**config.mk**
```make
export PLATFORM = sky130hd
export DESIGN_NAME = nearest_neighbor_scale_addresser
export DESIGN_NICKNAME = d
export VERILOG_FILES = /design/src/rtl/core/nnsa_pkg.sv /design/src/rtl/core/nearest_neighbor_scale_addresser.sv /design/src/rtl/core/nnsa_csr.sv /design/src/rtl/core/nnsa_div_cell.sv /design/src/rtl/core/nnsa_out_buf.sv
export SDC_FILE = /design/constraint.sdc
export NUM_CORES = 2
export LEC_CHECK = 0
export BUFFER_PORTS_ARGS = -buffer_cell sky130_fd_sc_hd__buf_4
export CORE_MARGIN = 2
export CORE_UTILIZATION = 30
export CTS_BUF_LIST = sky130_fd_sc_hd__clkbuf_4 sky130_fd_sc_hd__clkbuf_8
export DETAILED_ROUTE_END_ITERATION = 6
export GPL_ROUTABILITY_DRIVEN = 0
export SLEW_MARGIN = 20
export SYNTH_ARGS = -nofsm -noshare
export SYNTH_HDL_FRONTEND = slang
export SYNTH_SLANG_ARGS = --single-unit
```
**constraint.sdc**
```tcl
create_clock -name clock -period 45.4 [get_ports clock]
set_input_delay 6.81 -clock clock [delete_from_list [all_inputs] [get_ports clock]]
set_output_delay 6.81 -clock clock [all_outputs]
set_load 0.005 [all_outputs]
```
**src/rtl/core/nnsa_pkg.sv**
```systemverilog
// ----------------------------------------------------------------------------
// nnsa_pkg
// Shared widths, register indexes, beat structs and helpers for the
// nearest-neighbour scale addresser.
// ----------------------------------------------------------------------------
package nnsa_pkg;

   // Field widths
   localparam int POS_W      = 12;   // destination column / row
   localparam int DIM_W      = 13;   // strides and region sizes
   localparam int BASE_W     = 24;   // base pixel offsets
   localparam int IDX_W      = 27;   // byte indices
   localparam int CSR_ADDR_W = 3;
   localparam int CSR_DATA_W = 24;

   // Derived widths
   localparam int NUM_W   = POS_W * 2;       // col * region size, below MAX_DIM * 2^POS_W
   localparam int MUL_W   = POS_W + DIM_W;   // position times a 13-bit value
   localparam int PIX_W   = MUL_W + 1;       // base + product + position
   localparam int DIV_STEPS = POS_W;         // one quotient bit per cell

   // Largest region size honoured
   localparam int MAX_DIM = 4096;
   localparam logic [DIM_W-1:0] DIM_MAX = DIM_W'(MAX_DIM);

   // Register indexes
   typedef enum logic [CSR_ADDR_W-1:0] {
      REG_SRC_STRIDE   = 3'd0,
      REG_SRC_BASE     = 3'd1,
      REG_SRC_REGION_W = 3'd2,
      REG_SRC_REGION_H = 3'd3,
      REG_DST_STRIDE   = 3'd4,
      REG_DST_BASE     = 3'd5,
      REG_DST_REGION_W = 3'd6,
      REG_DST_REGION_H = 3'd7
   } reg_index_type;

   // Register reset values
   localparam logic [DIM_W-1:0]  RST_STRIDE   = DIM_W'(640);
   localparam logic [BASE_W-1:0] RST_BASE     = '0;
   localparam logic [DIM_W-1:0]  RST_REGION_W = DIM_W'(640);
   localparam logic [DIM_W-1:0]  RST_REGION_H = DIM_W'(480);

   // Configuration as seen by the datapath, region sizes already clamped
   typedef struct packed {
      logic [DIM_W-1:0]  src_stride;
      logic [BASE_W-1:0] src_base;
      logic [DIM_W-1:0]  src_w;
      logic [DIM_W-1:0]  src_h;
      logic [DIM_W-1:0]  dst_stride;
      logic [BASE_W-1:0] dst_base;
      logic [DIM_W-1:0]  dst_w;
      logic [DIM_W-1:0]  dst_h;
   } cfg_type;

   // One division lane: partial remainder and numerator / quotient shifter
   typedef struct packed {
      logic [POS_W-1:0] rem;
      logic [POS_W-1:0] nq;
   } div_lane_type;

   // Payload handed from cell to cell
   typedef struct packed {
      logic             outside;
      div_lane_type     col;
      div_lane_type     row;
      logic [IDX_W-1:0] dst_byte;
   } cell_data_type;

   // Result beat
   typedef struct packed {
      logic [IDX_W-1:0] src_byte_index;
      logic [IDX_W-1:0] dst_byte_index;
      logic             outside_region;
   } rsp_type;

   // Limit a region size to MAX_DIM
   function automatic logic [DIM_W-1:0] clamp_dim(input logic [DIM_W-1:0] v);
      return (v > DIM_MAX) ? DIM_MAX : v;
   endfunction

endpackage

```
**src/rtl/core/nearest_neighbor_scale_addresser.sv**
```systemverilog
// ----------------------------------------------------------------------------
// nearest_neighbor_scale_addresser
// Maps a destination position to the byte index of the nearest-neighbour
// RGB source pixel and of the BGRA destination pixel.
// ----------------------------------------------------------------------------
//   channel  direction  handshake              payload
//   req      in         req_valid/req_ready    dst_col, dst_row
//   rsp      out        rsp_valid/rsp_ready    src/dst byte index, outside flag
//   csr      in         csr_valid/csr_ready    register index, write data
//
// One position is taken every cycle while no result beat waits in the skid
// entry; an accepted beat passes the input register, multiplier register,
// twelve division cells (one quotient bit each) and a source multiply stage,
// then the result register. Reset is synchronous and empties the pipeline. A
// stalled result parks one beat in a skid entry; the whole pipeline then holds.
// ----------------------------------------------------------------------------
module nearest_neighbor_scale_addresser (
   input  logic                            clock,
   input  logic                            reset,
   input  logic                            req_valid,
   output logic                            req_ready,
   input  logic [nnsa_pkg::POS_W-1:0]      req_dst_col,
   input  logic [nnsa_pkg::POS_W-1:0]      req_dst_row,
   output logic                            rsp_valid,
   input  logic                            rsp_ready,
   output logic [nnsa_pkg::IDX_W-1:0]      rsp_src_byte_index,
   output logic [nnsa_pkg::IDX_W-1:0]      rsp_dst_byte_index,
   output logic                            rsp_outside_region,
   input  logic                            csr_valid,
   output logic                            csr_ready,
   input  logic [nnsa_pkg::CSR_ADDR_W-1:0] csr_index,
   input  logic [nnsa_pkg::CSR_DATA_W-1:0] csr_data
);

   localparam int STEPS = nnsa_pkg::DIV_STEPS;

   nnsa_pkg::cfg_type cfg;
   logic              advance;

   // Stage 0: input register
   logic                         s0_valid_ff;
   logic                         s0_outside_ff;
   logic [nnsa_pkg::POS_W-1:0]   s0_col_ff, s0_row_ff;
   logic                         s0_outside_in;

   // Stage 1: products
   logic                         s1_valid_ff;
   logic                         s1_outside_ff;
   logic [nnsa_pkg::POS_W-1:0]   s1_col_ff;
   logic [nnsa_pkg::NUM_W-1:0]   s1_ncol_ff, s1_nrow_ff;
   logic [nnsa_pkg::MUL_W-1:0]   s1_drow_ff;
   logic [nnsa_pkg::MUL_W-1:0]   mul_col, mul_row, mul_drow;

   // Division chain
   logic [STEPS:0]               cell_valid;
   nnsa_pkg::cell_data_type      cell_data [STEPS+1];
   logic [nnsa_pkg::PIX_W-1:0]   dst_pix;

   // Final stage: source row offset
   logic                         f1_valid_ff;
   logic                         f1_outside_ff;
   logic [nnsa_pkg::MUL_W-1:0]   f1_smul_ff;
   logic [nnsa_pkg::POS_W-1:0]   f1_scol_ff;
   logic [nnsa_pkg::IDX_W-1:0]   f1_dst_ff;
   logic [nnsa_pkg::MUL_W-1:0]   mul_src;
   logic [nnsa_pkg::PIX_W-1:0]   src_pix;
   nnsa_pkg::rsp_type            push_data;
   nnsa_pkg::rsp_type            rsp_data;

   nnsa_csr u_csr (
      .clock     (clock),
      .reset     (reset),
      .csr_valid (csr_valid),
      .csr_ready (csr_ready),
      .csr_index (csr_index),
      .csr_data  (csr_data),
      .cfg       (cfg)
   );

   assign req_ready = advance;

   // Flag positions beyond the destination region
   assign s0_outside_in = ({1'b0, req_dst_col} >= cfg.dst_w) ||
                          ({1'b0, req_dst_row} >= cfg.dst_h);

   always_ff @(posedge clock) begin
      if (reset) begin
         s0_valid_ff <= 1'b0;
         s1_valid_ff <= 1'b0;
         f1_valid_ff <= 1'b0;
      end else if (advance) begin
         s0_valid_ff <= req_valid;
         s1_valid_ff <= s0_valid_ff;
         f1_valid_ff <= cell_valid[STEPS];
      end
   end

   // Capture the input beat
   always_ff @(posedge clock) begin
      if (advance) begin
         s0_col_ff     <= req_dst_col;
         s0_row_ff     <= req_dst_row;
         s0_outside_ff <= s0_outside_in;
      end
   end

   // Scale numerators and destination row offset
   assign mul_col  = {{nnsa_pkg::DIM_W{1'b0}}, s0_col_ff} *
                     {{nnsa_pkg::POS_W{1'b0}}, cfg.src_w};
   assign mul_row  = {{nnsa_pkg::DIM_W{1'b0}}, s0_row_ff} *
                     {{nnsa_pkg::POS_W{1'b0}}, cfg.src_h};
   assign mul_drow = {{nnsa_pkg::DIM_W{1'b0}}, s0_row_ff} *
                     {{nnsa_pkg::POS_W{1'b0}}, cfg.dst_stride};

   always_ff @(posedge clock) begin
      if (advance) begin
         s1_outside_ff <= s0_outside_ff;
         s1_col_ff     <= s0_col_ff;
         s1_ncol_ff    <= mul_col[nnsa_pkg::NUM_W-1:0];
         s1_nrow_ff    <= mul_row[nnsa_pkg::NUM_W-1:0];
         s1_drow_ff    <= mul_drow;
      end
   end

   // Load the chain: upper numerator half is the first remainder, since the
   // quotient is known to fit POS_W bits inside the region
   assign dst_pix = {2'b00, cfg.dst_base} + {1'b0, s1_drow_ff} +
                    {{(nnsa_pkg::PIX_W-nnsa_pkg::POS_W){1'b0}}, s1_col_ff};

   assign cell_valid[0] = s1_valid_ff;
   always_comb begin
      cell_data[0].outside  = s1_outside_ff;
      cell_data[0].col.rem  = s1_ncol_ff[nnsa_pkg::NUM_W-1:nnsa_pkg::POS_W];
      cell_data[0].col.nq   = s1_ncol_ff[nnsa_pkg::POS_W-1:0];
      cell_data[0].row.rem  = s1_nrow_ff[nnsa_pkg::NUM_W-1:nnsa_pkg::POS_W];
      cell_data[0].row.nq   = s1_nrow_ff[nnsa_pkg::POS_W-1:0];
      cell_data[0].dst_byte = {dst_pix[nnsa_pkg::IDX_W-3:0], 2'b00};
   end

   for (genvar k = 0; k < STEPS; k++) begin : g_cell
      nnsa_div_cell u_cell (
         .clock     (clock),
         .reset     (reset),
         .advance   (advance),
         .in_valid  (cell_valid[k]),
         .in_data   (cell_data[k]),
         .div_col   (cfg.dst_w),
         .div_row   (cfg.dst_h),
         .out_valid (cell_valid[k+1]),
         .out_data  (cell_data[k+1])
      );
   end

   // Source row offset from the row quotient
   assign mul_src = {{nnsa_pkg::DIM_W{1'b0}}, cell_data[STEPS].row.nq} *
                    {{nnsa_pkg::POS_W{1'b0}}, cfg.src_stride};

   always_ff @(posedge clock) begin
      if (advance) begin
         f1_outside_ff <= cell_data[STEPS].outside;
         f1_smul_ff    <= mul_src;
         f1_scol_ff    <= cell_data[STEPS].col.nq;
         f1_dst_ff     <= cell_data[STEPS].dst_byte;
      end
   end

   // Source pixel times three, both indices dropped outside the region
   assign src_pix = {2'b00, cfg.src_base} + {1'b0, f1_smul_ff} +
                    {{(nnsa_pkg::PIX_W-nnsa_pkg::POS_W){1'b0}}, f1_scol_ff};

   always_comb begin
      push_data.outside_region = f1_outside_ff;
      if (f1_outside_ff) begin
         push_data.src_byte_index = '0;
         push_data.dst_byte_index = '0;
      end else begin
         push_data.src_byte_index = {src_pix, 1'b0} + {1'b0, src_pix};
         push_data.dst_byte_index = f1_dst_ff;
      end
   end

   nnsa_out_buf u_out_buf (
      .clock      (clock),
      .reset      (reset),
      .push_valid (f1_valid_ff && advance),
      .push_data  (push_data),
      .pipe_ready (advance),
      .rsp_valid  (rsp_valid),
      .rsp_ready  (rsp_ready),
      .rsp_data   (rsp_data)
   );

   assign rsp_src_byte_index = rsp_data.src_byte_index;
   assign rsp_dst_byte_index = rsp_data.dst_byte_index;
   assign rsp_outside_region = rsp_data.outside_region;

endmodule

```
**src/rtl/core/nnsa_csr.sv**
```systemverilog
// ----------------------------------------------------------------------------
// nnsa_csr
// Configuration registers with write port; presents clamped region sizes.
// ----------------------------------------------------------------------------
module nnsa_csr (
   input  logic                            clock,
   input  logic                            reset,
   input  logic                            csr_valid,
   output logic                            csr_ready,
   input  logic [nnsa_pkg::CSR_ADDR_W-1:0] csr_index,
   input  logic [nnsa_pkg::CSR_DATA_W-1:0] csr_data,
   output nnsa_pkg::cfg_type               cfg
);

   logic [nnsa_pkg::DIM_W-1:0]  src_stride_ff, src_w_ff, src_h_ff;
   logic [nnsa_pkg::DIM_W-1:0]  dst_stride_ff, dst_w_ff, dst_h_ff;
   logic [nnsa_pkg::BASE_W-1:0] src_base_ff, dst_base_ff;
   logic [nnsa_pkg::DIM_W-1:0]  wr_dim;
   logic [nnsa_pkg::BASE_W-1:0] wr_base;

   // Always able to take a write beat
   assign csr_ready = 1'b1;

   assign wr_dim  = csr_data[nnsa_pkg::DIM_W-1:0];
   assign wr_base = csr_data[nnsa_pkg::BASE_W-1:0];

   // Register file
   always_ff @(posedge clock) begin
      if (reset) begin
         src_stride_ff <= nnsa_pkg::RST_STRIDE;
         src_base_ff   <= nnsa_pkg::RST_BASE;
         src_w_ff      <= nnsa_pkg::RST_REGION_W;
         src_h_ff      <= nnsa_pkg::RST_REGION_H;
         dst_stride_ff <= nnsa_pkg::RST_STRIDE;
         dst_base_ff   <= nnsa_pkg::RST_BASE;
         dst_w_ff      <= nnsa_pkg::RST_REGION_W;
         dst_h_ff      <= nnsa_pkg::RST_REGION_H;
      end else if (csr_valid && csr_ready) begin
         case (nnsa_pkg::reg_index_type'(csr_index))
            nnsa_pkg::REG_SRC_STRIDE:   src_stride_ff <= wr_dim;
            nnsa_pkg::REG_SRC_BASE:     src_base_ff   <= wr_base;
            nnsa_pkg::REG_SRC_REGION_W: src_w_ff      <= wr_dim;
            nnsa_pkg::REG_SRC_REGION_H: src_h_ff      <= wr_dim;
            nnsa_pkg::REG_DST_STRIDE:   dst_stride_ff <= wr_dim;
            nnsa_pkg::REG_DST_BASE:     dst_base_ff   <= wr_base;
            nnsa_pkg::REG_DST_REGION_W: dst_w_ff      <= wr_dim;
            nnsa_pkg::REG_DST_REGION_H: dst_h_ff      <= wr_dim;
            default: ;
         endcase
      end
   end

   // Present configuration, region sizes limited to MAX_DIM
   always_comb begin
      cfg.src_stride = src_stride_ff;
      cfg.src_base   = src_base_ff;
      cfg.src_w      = nnsa_pkg::clamp_dim(src_w_ff);
      cfg.src_h      = nnsa_pkg::clamp_dim(src_h_ff);
      cfg.dst_stride = dst_stride_ff;
      cfg.dst_base   = dst_base_ff;
      cfg.dst_w      = nnsa_pkg::clamp_dim(dst_w_ff);
      cfg.dst_h      = nnsa_pkg::clamp_dim(dst_h_ff);
   end

endmodule

```
**src/rtl/core/nnsa_div_cell.sv**
```systemverilog
// ----------------------------------------------------------------------------
// nnsa_div_cell
// One shift-subtract step for the column and row divisions; produces one
// quotient bit per lane and hands the beat to the next cell.
// ----------------------------------------------------------------------------
module nnsa_div_cell (
   input  logic                          clock,
   input  logic                          reset,
   input  logic                          advance,
   input  logic                          in_valid,
   input  nnsa_pkg::cell_data_type       in_data,
   input  logic [nnsa_pkg::DIM_W-1:0]    div_col,
   input  logic [nnsa_pkg::DIM_W-1:0]    div_row,
   output logic                          out_valid,
   output nnsa_pkg::cell_data_type       out_data
);

   logic                    valid_ff;
   nnsa_pkg::cell_data_type data_ff;
   nnsa_pkg::cell_data_type data_in;

   // Shift the next numerator bit into the remainder, subtract if it fits.
   // The remainder stays below the divisor, so it fits POS_W bits.
   function automatic nnsa_pkg::div_lane_type div_step(
      input nnsa_pkg::div_lane_type     lane,
      input logic [nnsa_pkg::DIM_W-1:0] d
   );
      logic [nnsa_pkg::DIM_W-1:0] trial;
      logic [nnsa_pkg::DIM_W-1:0] diff;
      logic                       fits;
      nnsa_pkg::div_lane_type     res;
      trial    = {lane.rem, lane.nq[nnsa_pkg::POS_W-1]};
      fits     = (trial >= d);
      diff     = trial - d;
      res.rem  = fits ? diff[nnsa_pkg::POS_W-1:0] : trial[nnsa_pkg::POS_W-1:0];
      res.nq   = {lane.nq[nnsa_pkg::POS_W-2:0], fits};
      return res;
   endfunction

   always_comb begin
      data_in     = in_data;
      data_in.col = div_step(in_data.col, div_col);
      data_in.row = div_step(in_data.row, div_row);
   end

   // Advance with the rest of the chain
   always_ff @(posedge clock) begin
      if (reset) begin
         valid_ff <= 1'b0;
      end else if (advance) begin
         valid_ff <= in_valid;
      end
   end

   always_ff @(posedge clock) begin
      if (advance) begin
         data_ff <= data_in;
      end
   end

   assign out_valid = valid_ff;
   assign out_data  = data_ff;

endmodule

```
**src/rtl/core/nnsa_out_buf.sv**
```systemverilog
// ----------------------------------------------------------------------------
// nnsa_out_buf
// Result register with one skid entry; parts the pipeline from the
// result channel.
// ----------------------------------------------------------------------------
module nnsa_out_buf (
   input  logic              clock,
   input  logic              reset,
   input  logic              push_valid,
   input  nnsa_pkg::rsp_type push_data,
   output logic              pipe_ready,
   output logic              rsp_valid,
   input  logic              rsp_ready,
   output nnsa_pkg::rsp_type rsp_data
);

   logic              main_valid_ff, main_valid_in;
   logic              skid_valid_ff, skid_valid_in;
   nnsa_pkg::rsp_type main_data_ff, main_data_in;
   nnsa_pkg::rsp_type skid_data_ff, skid_data_in;

   // Pipeline may move while the skid entry is free
   assign pipe_ready = !skid_valid_ff;

   // Refill the result register from skid first, else from the pipeline;
   // park a beat in skid while the result is stalled
   always_comb begin
      main_valid_in = main_valid_ff;
      main_data_in  = main_data_ff;
      skid_valid_in = skid_valid_ff;
      skid_data_in  = skid_data_ff;
      if (!main_valid_ff || rsp_ready) begin
         if (skid_valid_ff) begin
            main_valid_in = 1'b1;
            main_data_in  = skid_data_ff;
            skid_valid_in = 1'b0;
         end else begin
            main_valid_in = push_valid;
            main_data_in  = push_data;
         end
      end else if (push_valid) begin
         skid_valid_in = 1'b1;
         skid_data_in  = push_data;
      end
   end

   always_ff @(posedge clock) begin
      if (reset) begin
         main_valid_ff <= 1'b0;
         skid_valid_ff <= 1'b0;
      end else begin
         main_valid_ff <= main_valid_in;
         skid_valid_ff <= skid_valid_in;
      end
   end

   always_ff @(posedge clock) begin
      main_data_ff <= main_data_in;
      skid_data_ff <= skid_data_in;
   end

   assign rsp_valid = main_valid_ff;
   assign rsp_data  = main_data_ff;

endmodule

```
Word-level counts from Yosys, hierarchy flattened
Index checks and enable logic that the tools add are counted.
- flip-flop bits (word level): 1291
- input bits: 56
- word-level logic and storage cells: 227
- $add $sub $neg: 27
- multiply operators: 4
- magnitude comparators: 30
- equality and inequality tests: 7
- multiplexer cells: 29
- bitwise operators: 1
- reduce and logical (&&, ||, !) cells: 16
- operator list (cell ; number):
    >= comparator 13 bit ; 24
    2-to-1 mux 12 bit ; 22
    subtractor 12 bit ; 22
    2-to-1 mux 55 bit ; 1
    2-to-1 mux 54 bit ; 1
    greater-than comparator 13 bit (second input constant) ; 4
    2-to-1 mux 13 bit ; 4
    multiplier 12 x 13 -> 25 bit ; 2
    multiplier 12 x 13 -> 24 bit ; 2
    adder 27 x 26 -> 27 bit ; 1
    adder 24 x 25 -> 26 bit ; 1
    adder 26 x 12 -> 26 bit ; 1
    >= comparator 12 x 13 -> 1 bit ; 2
    adder 24 x 25 -> 25 bit ; 1
    adder 25 x 12 -> 25 bit ; 1
    AND reduction 2 bit ; 9
    == test 3 bit (second input constant) ; 4
    == test 3 x 2 -> 1 bit (second input constant) ; 2
    == test 3 x 1 -> 1 bit (second input constant) ; 1
    zero test 3 bit ; 1
    zero test 1 bit ; 2
    logical OR 1 bit ; 2
    OR reduction 2 bit ; 1
    logical AND 1 bit ; 1
    2 further kinds ; 2

Longest topological paths before layout
- word-level depth: 5
- gate-level depth with buffers: 23
- depth with buffers taken out: 21

Modules after synthesis
A second synthesis with hierarchy kept.
- cell total of the unflattened synthesis: 7595
- area, all modules: 86518.0 sq um
- by module, submodules not included (module ; times used ; cells an instance ; area an instance (sq um) ; seq. area each (sq um)):
    nnsa_div_cell ; 12 ; 296 ; 3841.2 ; 2302.2
    nearest_neighbor_scale_addresser ; 1 ; 3342 ; 30898.4 ; 5345.1
    nnsa_csr ; 1 ; 521 ; 5371.4 ; 2522.4
    nnsa_out_buf ; 1 ; 180 ; 4154.0 ; 3343.2

Worst setup path before layout
OpenSTA, ideal clock, no wires.
- kind: reg-to-output
- from: reg u_out_buf.skid_valid_ff
- to: out req_ready
- arrival: 28633 ps
- data required time: 38590 ps
- setup slack: 9957 ps
- cell stages (with the launch flop): 4
- path buffers: 2
- cell sequence: dfxtp_1 > clkbuf_1 > inv_2 > buf_1
- word-level cells in the longest chain between the ends: 1
- ends and longest elaborated chain (element ; line ; RTL):
    from (decl) ; nnsa_out_buf.sv:18 ; logic skid_valid_ff, skid_valid_in;
    from (signal assigned) ; nnsa_out_buf.sv:53 ; skid_valid_ff <= skid_valid_in;
    zero test 1 bit ; nnsa_out_buf.sv:23 ; assign pipe_ready = !skid_valid_ff;
    to (decl) ; nearest_neighbor_scale_addresser.sv:21 ; output logic req_ready,
No other way between the ends.

Worst setup path after layout
Same ends and word-level chain as after synthesis.

==> metrics.txt <==
# TYPE chip_impl_metric gauge
chip_impl_info{name="result_of_the_run",value="complete, no violations"} 1
chip_impl_metric{name="insertion_delay",unit="ns"} 0.99
chip_impl_metric{name="clock-sinks",unit=""} 1287
chip_impl_metric{name="ios",unit=""} 114
chip_impl_metric{name="tns",unit="ns"} 0
chip_impl_metric{name="initial_core_util",unit=""} 0.302
chip_impl_metric{name="route.detailed.drc",unit=""} 0
chip_impl_info{name="critical_path_class",value="reg2out"} 1
chip_impl_metric{name="portBuffers",unit=""} 110
chip_impl_info{name="clockRootBuffer",value="clkbuf_8"} 1
chip_impl_metric{name="die_w",unit="um"} 521
chip_impl_metric{name="dpl_wire_length",unit="um"} 131000
chip_impl_metric{name="minimum_setup_slack_in_the_final_design",unit="ns"} 35.85
chip_impl_metric{name="cts_hold_buffers",unit=""} 0
chip_impl_metric{name="post-route-util",unit=""} 0.338
chip_impl_metric{name="area_growth",unit="%"} 12.0
chip_impl_metric{name="fin_total_pwr",unit="W"} 0.00561
chip_impl_metric{name="grt_pass1_vias",unit=""} 51800
chip_impl_metric{name="report.final.setup_viol",unit=""} 0
chip_impl_metric{name="first_pass_grt_wire_length",unit="um"} 286000
chip_impl_metric{name="numPlacedInstances",unit=""} 10500
chip_impl_metric{name="pin_count_of_the_biggest_net_entering_global_routing",unit=""} 170
chip_impl_metric{name="place_worst_setup_slack",unit="ns"} 36.37
chip_impl_metric{name="routed_wire_length_per_instance",unit="um"} 16.7
chip_impl_metric{name="placeable_core_region",unit="sq um"} 266000
chip_impl_info{name="cp-start-kind",value="flip-flop"} 1
chip_impl_metric{name="post_synth.cell_area_avg",unit="sq um"} 11.5
chip_impl_metric{name="yosysWarningCount",unit=""} 0
chip_impl_metric{name="relSlewSlack",unit=""} 0.236
chip_impl_metric{name="worstPathArrival",unit="ns"} 2.74
chip_impl_metric{name="via_count",unit=""} 51700
chip_impl_metric{name="fin_crit_sh",unit=""} 0.210
chip_impl_metric{name="tritoncts.num_buffers",unit=""} 218
chip_impl_metric{name="irDropWorstVdd",unit="mV"} 0.0782
chip_impl_metric{name="final_hold_vio_count",unit=""} 0
chip_impl_metric{name="antenna_found_initial",unit=""} 36
chip_impl_metric{name="required",unit="ns"} 38.59
chip_impl_metric{name="vias_per_cell",unit=""} 4.74
chip_impl_metric{name="clock-skew-final",unit="ns"} 0.111
chip_impl_metric{name="grt_util_all_layers",unit=""} 0.132
chip_impl_info{name="crit_path_end_kind",value="output pin"} 1
chip_impl_info{name="grt_setup_unrepaired",value="false"} 1
chip_impl_info{name="synth.area.top_cells",value="edfxtp_1, fa_1, ha_1"} 1
chip_impl_metric{name="routed_wl",unit="um"} 182000
chip_impl_metric{name="worst-slew-pin-transition",unit="ns"} 1.14
chip_impl_metric{name="ys_seq_elements",unit=""} 1287
chip_impl_metric{name="gr-total-overflow",unit=""} 0
chip_impl_metric{name="count_of_distinct_cell_types_in_the_synthesized_netlist",unit=""} 86
chip_impl_metric{name="max_cap_viols",unit=""} 0
chip_impl_metric{name="dr.first_iter.drc_count",unit=""} 3447
chip_impl_metric{name="netlist.area_leader.share",unit=""} 0.428
chip_impl_metric{name="layout-drive-gt1-share",unit=""} 0.0999
chip_impl_metric{name="cts.htree.levels",unit=""} 4
chip_impl_metric{name="post_layout_nonfiller_instances",unit=""} 10900
chip_impl_metric{name="rows",unit=""} 189
chip_impl_metric{name="syn-cell-area",unit="sq um"} 80300
chip_impl_info{name="hold_class",value="reg2reg"} 1
chip_impl_metric{name="cts_setup_buffers",unit=""} 0
chip_impl_metric{name="post-route-min-period",unit="ns"} 9.55
chip_impl_metric{name="final_max_slew_viol_count",unit=""} 0
chip_impl_metric{name="synth.yosys.seq_area_share",unit=""} 0.463
chip_impl_metric{name="die-height",unit="um"} 521
chip_impl_info{name="synth_top_cell_by_area",value="edfxtp_1"} 1
chip_impl_metric{name="route.antenna.remaining_nets",unit=""} 0
chip_impl_info{name="synthTopCellsByCount",value="edfxtp_1, nand2_1, inv_1, ha_1, fa_1"} 1
chip_impl_metric{name="clkTransAtPathRegs",unit="ns"} 0.06
chip_impl_metric{name="async_flop_share",unit=""} 0
chip_impl_metric{name="power.leakage",unit="nW"} 37.9
chip_impl_metric{name="layout.nets",unit=""} 8383
chip_impl_metric{name="fmax",unit="GHz"} 0.105
chip_impl_metric{name="dr.pass1.iters",unit=""} 5
chip_impl_info{name="postSynth.topFlopCell",value="edfxtp_1"} 1
chip_impl_metric{name="syn_inst",unit=""} 6991
chip_impl_metric{name="dieArea",unit="sq um"} 272000
chip_impl_metric{name="cts_resized",unit=""} 0
chip_impl_metric{name="ctsLongestPathBuffers",unit=""} 3
chip_impl_info{name="cts_tree",value="yes"} 1
chip_impl_info{name="synth_most_common_cell",value="edfxtp_1"} 1
chip_impl_metric{name="synth_enable_flop_cells",unit=""} 1144
chip_impl_metric{name="maximum_net_fanout_on_the_critical_path",unit=""} 84
chip_impl_metric{name="pwr_density_cell",unit="nW/um^2"} 62.4
cell type report:
class	instances	area [sq um]
fill	26200	176000
multi-input combinational	4793	39700
sequential	1287	37200
tap	3533	4420
clock buffer	308	3710
inverter	683	2570
timing repair buffer	179	1380
clock inverter	101	956
antenna	20	50.0
final timing paths:
check                                    start  slack, ns  cells after the start                             to
setup / recovery       u_out_buf.skid_valid_ff      35.85                      2                      req_ready
hold / removal    g_cell[6].u_cell.out_data[2]       0.35                      0   g_cell[7].u_cell.out_data[2]
setup reg to reg       u_out_buf.skid_valid_ff      38.44                      7  g_cell[1].u_cell.out_data[27]
hold reg to reg   g_cell[6].u_cell.out_data[2]       0.35                      0   g_cell[7].u_cell.out_data[2]
where the power goes:
group,internal (W),switching [W],total [W]
registers,0.00183,0.000178,0.00200
clock network,0.000599,0.000491,0.00109
logic,0.00111,0.00141,0.00252
total,0.00353,0.00208,0.00561
routing by layer:
metal / up-vias / track usage / wire length, um
li1: 24700 / - / -
met1: 25300 / 0.172 / 80500
met2: 1341 / 0.212 / 84400
met3: 373 / 0.0267 / 10600
met4: 6 / 0.0571 / 6610
met5: - / 0 / 34
cells in the final DEF (no fill, tap or decap), types with 142 or more instances in the layout:
master,n
inv_1,682
buf_4,175
edfxtp_1,1144
dfxtp_1,142
and2_1,231
a21oi_1,374
clkbuf_8,223
nor2_1,255
ha_1,678
o21ai_0,304
fa_1,487
xnor2_1,205
nand2_1,934
registers in the layout, indices dropped and copies added, names as in the netlist, 13 cells and up:
register,count
u_out_buf.skid_data_ff,53
f1_smul_ff,25
u_csr.src_stride_ff,13
u_csr.src_base_ff,24
u_csr.src_w_ff,13
g_cell.u_cell.out_data,864
s1_nrow_ff,24
s1_ncol_ff,24
u_csr.dst_stride_ff,13
u_csr.src_h_ff,13
u_out_buf.rsp_data,53
u_csr.dst_base_ff,24
u_csr.dst_w_ff,13
f1_dst_ff,25
s1_drow_ff,25
u_csr.dst_h_ff,13
worst max-delay path, cell delays in order (launching register included):
cell and delay (ns):
dfxtp_2 0.96, inv_8 0.44, buf_4 0.29
metrics by stage:
stage          instance area (sq um)  hold WS [ns]
2_1_floorplan                  80300         0.400
3_3_place_gp                   85200         0.400
3_5_place_dp                   85200         0.405
4_1_cts                        89800         0.329
5_1_grt                        89900         0.344
6_report                       90000         0.353
kinds of logic (layout without fill, tap and decap cells):
| family | after synthesis | after routing | share of synthesized area |
|---|---|---|---|
| AOI/OAI and AO/OA | 1198 | 1198 | 0.0939 |
| xor gates and xnor gates | 306 | 306 | 0.0334 |
| adders and majority gates | 1165 | 1165 | 0.227 |
| buffers and inverters | 912 | 1271 | 0.0437 |
| DFF | 1287 | 1287 | 0.463 |
| muxes | 185 | 185 | 0.0253 |
| other | 2 | 23 | 0.0000935 |
| and+or+nand+nor | 1936 | 1936 | 0.113 |
Power figures use the tool's default switching activity.
